**src/design/s2lab_pkg.sv**
```systemverilog
`timescale 1ns / 1ps
`default_nettype none

package s2lab_pkg;

  localparam int unsigned OUT_FRAC_BITS_DEF = 8;
  localparam int unsigned Q_BITS            = 20;
  localparam int unsigned CODE_W            = 8;
  localparam int unsigned LIN_W             = 21;   // Q20 values up to just over 1.0
  localparam int unsigned NUM_W             = 38;   // XYZ numerators
  localparam int unsigned L_W               = 15;
  localparam int unsigned AB_W              = 16;

  localparam int unsigned DIV_STAGES = 4;           // split multiply, sum, back-multiply, fix
  localparam int unsigned SEG_STAGES = LIN_W;       // one cube-root bit per stage
  // lut + matrix + dividers + segment + L/a/b products
  localparam int unsigned PIPE_DEPTH = 2 + DIV_STAGES + SEG_STAGES + 1;

  // White point normalization
  localparam longint unsigned X_DIV  = 95047;
  localparam longint unsigned Y_DIV  = 10000;
  localparam longint unsigned Z_DIV  = 108883;
  localparam longint unsigned X_BIAS = 47523;
  localparam longint unsigned Y_BIAS = 5000;
  localparam longint unsigned Z_BIAS = 54441;

  // Linear segment: f = (7787 v + 500) / 1000 + 16/116
  localparam int unsigned SEG_KNEE    = 9286;       // v > knee takes the cube root
  localparam int unsigned LIN_V_W     = 14;
  localparam int unsigned LIN_N_W     = 27;
  localparam int unsigned LIN_P_W     = 55;
  localparam int unsigned LIN_MUL     = 7787;
  localparam int unsigned LIN_RND     = 500;
  localparam longint unsigned RECIP_1000 = 137438954;  // ceil(2^37 / 1000)
  localparam int unsigned RECIP_SHIFT = 37;
  localparam int unsigned SEG_OFFSET  = 144631;     // 16/116 in Q20

  typedef logic [LIN_W-1:0] lin_lut_t [256];

  function automatic longint unsigned pow5_q(input longint unsigned r);
    longint unsigned q;
    q = (r * r) >> Q_BITS;
    q = (q * q) >> Q_BITS;
    return (q * r) >> Q_BITS;
  endfunction

  // sRGB decode of one code to linear Q20
  function automatic logic [LIN_W-1:0] lin_entry(input longint unsigned c);
    longint unsigned t;
    longint unsigned lo;
    longint unsigned hi;
    longint unsigned mid;
    longint unsigned res;
    if (c * 100000 > 4045 * 255) begin
      t  = ((1000 * c + 14025) << Q_BITS) / 269025;
      lo = 0;
      hi = 64'd1 << Q_BITS;
      while (lo < hi) begin
        mid = (lo + hi + 1) >> 1;
        if (pow5_q(mid) <= t) begin
          lo = mid;
        end else begin
          hi = mid - 1;
        end
      end
      res = (((t * t) >> Q_BITS) * ((lo * lo) >> Q_BITS)) >> Q_BITS;
    end else begin
      res = (c * 100 * (64'd1 << Q_BITS) + 164730) / 329460;
    end
    return LIN_W'(res);
  endfunction

  function automatic lin_lut_t build_lut();
    lin_lut_t lut;
    for (int i = 0; i < 256; i++) begin
      lut[i] = lin_entry(longint'(i));
    end
    return lut;
  endfunction

  localparam lin_lut_t LIN_LUT = build_lut();

endpackage

`default_nettype wire

```
**src/design/s2lab_div.sv**
```systemverilog
`timescale 1ns / 1ps
`default_nettype none

// Divider by a constant: reciprocal multiply (numerator split in halves),
// then one back-multiply and a single +1 fix. Four register stages.
module s2lab_div #(
  parameter longint unsigned DIVISOR = s2lab_pkg::Y_DIV,
  parameter int unsigned     NUM_W   = s2lab_pkg::NUM_W,
  parameter int unsigned     QUO_W   = s2lab_pkg::LIN_W
) (
  input  logic             clk_i,
  input  logic             en_i,
  input  logic [NUM_W-1:0] num_i,
  output logic [QUO_W-1:0] quo_o
);

  // floor(2^NUM_W / d): estimate is the true quotient or one below it
  localparam longint unsigned Recip = (64'd1 << NUM_W) / DIVISOR;
  localparam int unsigned     MW    = $clog2(Recip + 1);
  localparam int unsigned     LoW   = NUM_W / 2;
  localparam int unsigned     HiW   = NUM_W - LoW;
  localparam int unsigned     PW    = NUM_W + MW;

  logic [HiW+MW-1:0] p_hi_q;
  logic [LoW+MW-1:0] p_lo_q;
  logic [NUM_W-1:0]  n_a_q, n_b_q, n_c_q;
  logic [PW-1:0]     prod;
  logic [QUO_W-1:0]  q_est_q, q_est_c_q;
  logic [NUM_W-1:0]  qd_q;
  logic [NUM_W-1:0]  rem;
  logic [QUO_W-1:0]  quo_q;

  assign prod = (PW'(p_hi_q) << LoW) + PW'(p_lo_q);
  assign rem  = n_c_q - qd_q;

  always_ff @(posedge clk_i) begin
    if (en_i) begin
      // partial products
      p_hi_q    <= (HiW+MW)'(num_i[NUM_W-1:LoW]) * (HiW+MW)'(Recip);
      p_lo_q    <= (LoW+MW)'(num_i[LoW-1:0]) * (LoW+MW)'(Recip);
      n_a_q     <= num_i;
      // quotient estimate
      q_est_q   <= prod[NUM_W +: QUO_W];
      n_b_q     <= n_a_q;
      // back-multiply
      qd_q      <= NUM_W'(q_est_q) * NUM_W'(DIVISOR);
      q_est_c_q <= q_est_q;
      n_c_q     <= n_b_q;
      // remainder at or above d means the estimate was one short
      quo_q     <= q_est_c_q + QUO_W'(rem >= NUM_W'(DIVISOR));
    end
  end

  assign quo_o = quo_q;

endmodule

`default_nettype wire

```
**config.mk**
```make
export PLATFORM = sky130hd
export DESIGN_NAME = s2lab_div
export DESIGN_NICKNAME = d
export VERILOG_FILES = /design/src/design/s2lab_pkg.sv /design/src/design/s2lab_div.sv
export SDC_FILE = /design/constraint.sdc
export NUM_CORES = 2
export LEC_CHECK = 0
export BUFFER_PORTS_ARGS = -buffer_cell sky130_fd_sc_hd__clkbuf_2
export CORE_MARGIN = 2
export CORE_UTILIZATION = 38
export DETAILED_ROUTE_END_ITERATION = 12
export PLACE_DENSITY_LB_ADDON = 0.1
export SETUP_SLACK_MARGIN = 0.15
export SLEW_MARGIN = 5
export SYNTH_ARGS = -nofsm -noshare
export SYNTH_HDL_FRONTEND = slang
export SYNTH_SLANG_ARGS = --single-unit
export TNS_END_PERCENT = 50
```
**constraint.sdc**
```tcl
create_clock -name clk_i -period 19.85 [get_ports clk_i]
set_clock_uncertainty 0.15 [all_clocks]
set_input_delay 0.9925 -clock clk_i [delete_from_list [all_inputs] [get_ports clk_i]]
set_output_delay 0.9925 -clock clk_i [all_outputs]
set_load 0.02 [all_outputs]
```
==> results.ini <==
[min_path]
hold_end=n_c_q[26]
hp-class=reg -> reg
hold_depth=0
hp-start=n_b_q[26]

[worst_setup_path]
reg2reg_to=quo_o[18]
required_ns=20.00
cp.arrival_ns=7.51
cp-end-kind=flop
reg2regPathDepth=18
r2r-start=q_est_c_q[3]
reg2reg_slack_ns=13.89
critPathKind=in -> reg
start_kind=primary input
worstPathMaxFanout=8

[logic_synthesis]
synth_top_area_share=0.272
ys.flop_type=edfxtp_1
yosysWarnings=0
seq_area_frac_synth=0.260
syn_area_um2=29300
synth_edf_count=254
synth.distinct_cells=78
ys_ff_latch=254
synthTopCellsByCount=inv_1, ha_1, fa_1
synth.area.top_cells=fa_1, edfxtp_1, ha_1
netlist_instances=2625
ys_async_sr_fraction=0
syn_nets=3543
yosysMostFrequentCell=inv_1
syn_area_per_cell_um2=11.2
synth_area_leader_cell=fa_1

[timing]
fin_crit_sh=0.371
slew_headroom=0.360
whs_ns=0.261
period_minus_slack_ns=7.36
hold_violations=0
setup_viol=0
tightest_slew_ns=0.960
timing.fmax_mhz=136
slew_violations=0
tns_ns=0
rsz0062_at_grt=no

[final_layout]
drive_above_1_share=0.0508
layout.nets=3629
nFillCells=7338
n_antenna_cell=0
areaGrowthSynthToFinish_pct=9.22

[global_route]
grt.total_usage=0.188
gr-total-overflow=0
grt_pass1_wl_um=114000
grt_pass1_vias=19900
antenna_found_initial=0
grt_max_degree=148

[floorplanning]
coreArea_um2=76200
initial_core_util=0.385
io_pins=61
rows=101
fp.dieH_um=282
die_area_um2=79400
die_w_um=282

[routing]
vias=18200
drt_iter0_markers=799
wl_per_cell_um=18.7
vias_per_cell=4.83
drc=0
wl_um=70600
antenna_left=0
drt_first_pass_iters=5

[placed_design]
hpwl_um=60200
place.gp.congestion=0.893
port_buffers=60

[cts]
clk_path_buf_depth=3
cts_setup_buffers=0
cts_buffers=34
cts_resized=0
cts_tree=yes
cts_root_buf=clkbuf_16
clk_pin_slew_ns=0.06
clk-insertion-delay-late_ns=0.55
clock_sinks=254
ctsHoldBuffers=0
cts.htree.levels=2

[outcome]
status=finished clean

[run]
drv_cap=0

flip-flops by register name, indices dropped and copies added, names as in the netlist:
register,cells
n_a_q,34
n_b_q,34
n_c_q,34
p_hi_q,38
p_lo_q,24
q_est_c_q,21
q_est_q,21
qd_q,27
quo_o,21
worst max-delay path by stage:
stage	from	endpoint	slack, ns	depth (start not counted)
after floorplan	num_i[7]	p_lo_q[41]	12.67	22
after global placement	num_i[8]	p_lo_q[41]	11.97	23
after detailed placement	num_i[8]	p_lo_q[41]	11.98	23
after CTS	num_i[8]	p_lo_q[41]	12.51	23
after global routing	num_i[8]	p_lo_q[41]	12.15	23
final	num_i[8]	p_lo_q[41]	12.49	23
critical path: stages:
cell      delay [ns]
clkbuf_2        0.18
fa_1            0.55
fa_1            0.58
inv_1           0.06
fa_1            0.50
inv_1           0.06
fa_1            0.53
inv_1           0.06
fa_1            0.50
fa_1            0.56
inv_1           0.04
ha_1            0.31
and3_1          0.17
a221o_1         0.34
a31oi_1         0.19
o221ai_1        0.31
a221oi_2        0.41
o21ba_2         0.22
o21ai_2         0.09
a41oi_2         0.30
o21bai_1        0.16
a31o_1          0.26
xor2_1          0.14
through the flow:
step / cell area [um2] / setup WS (ns) / util / cells
finish: 32000 / 12.49 / 0.420 / 3765
global route: 32000 / 12.15 / 0.420 / 3765
CTS: 32000 / 12.51 / 0.420 / 3765
detailed placement: 30900 / 11.98 / 0.405 / 3705
global placement: 30900 / 11.97 / 0.405 / 3705
floorplan: 29300 / 12.67 / - / 2625
cells in the final DEF (no fill, tap or decap), types with 8 or more instances in the layout:
master     count
inv_1        699
ha_1         479
fa_1         399
edfxtp_1     254
a21oi_1      104
xnor2_1      100
nor2_1        77
clkbuf_2      59
nand2_1       51
o21ai_0       45
a21o_1        44
nand3_1       43
xor2_1        39
clkbuf_16     34
nand4_1       28
nor3_1        17
nand2b_1      17
o21ai_1       17
o21bai_1      16
a211oi_1      14
nor2b_1       13
o21a_1        13
and3_1        12
a31oi_1       11
o211ai_1       9
and2_1         8
kinds of logic after synthesis:
| logic type | Yosys count | synth area share |
|---|---|---|
| adders and majority gates | 878 | 0.477 |
| buffers and inverters | 710 | 0.0914 |
| AOI/OAI and AO/OA | 344 | 0.0780 |
| and+or+nand+nor | 295 | 0.0505 |
| DFF | 254 | 0.260 |
| xor gates and xnor gates | 139 | 0.0415 |
| muxes | 5 | 0.00192 |
area by class of cell:
| cell class | count | area [um2] | area share |
|---|---|---|---|
| repair buffers | 61 | 330 | 0.0103 |
| flip-flops and latches | 254 | 7630 | 0.238 |
| clock buffers | 34 | 851 | 0.0266 |
| clock inverters | 26 | 290 | 0.00906 |
| well taps | 1030 | 1290 | 0.0402 |
| inverters | 699 | 2620 | 0.0819 |
| multi-input cells | 1661 | 19000 | 0.594 |
metal layers:
layer / vias to the layer above / track usage / routed length (um)
li1: 8765 / - / -
met1: 9096 / 0.267 / 34000
met2: 252 / 0.309 / 33300
met5: - / 0 / 0
met4: 0 / 0.0402 / 1260
met3: 74 / 0.0208 / 1960
Power is left out: the tool's default activity adds up to more than one toggle a clock period on the data nets, which glitch-free logic cannot reach.
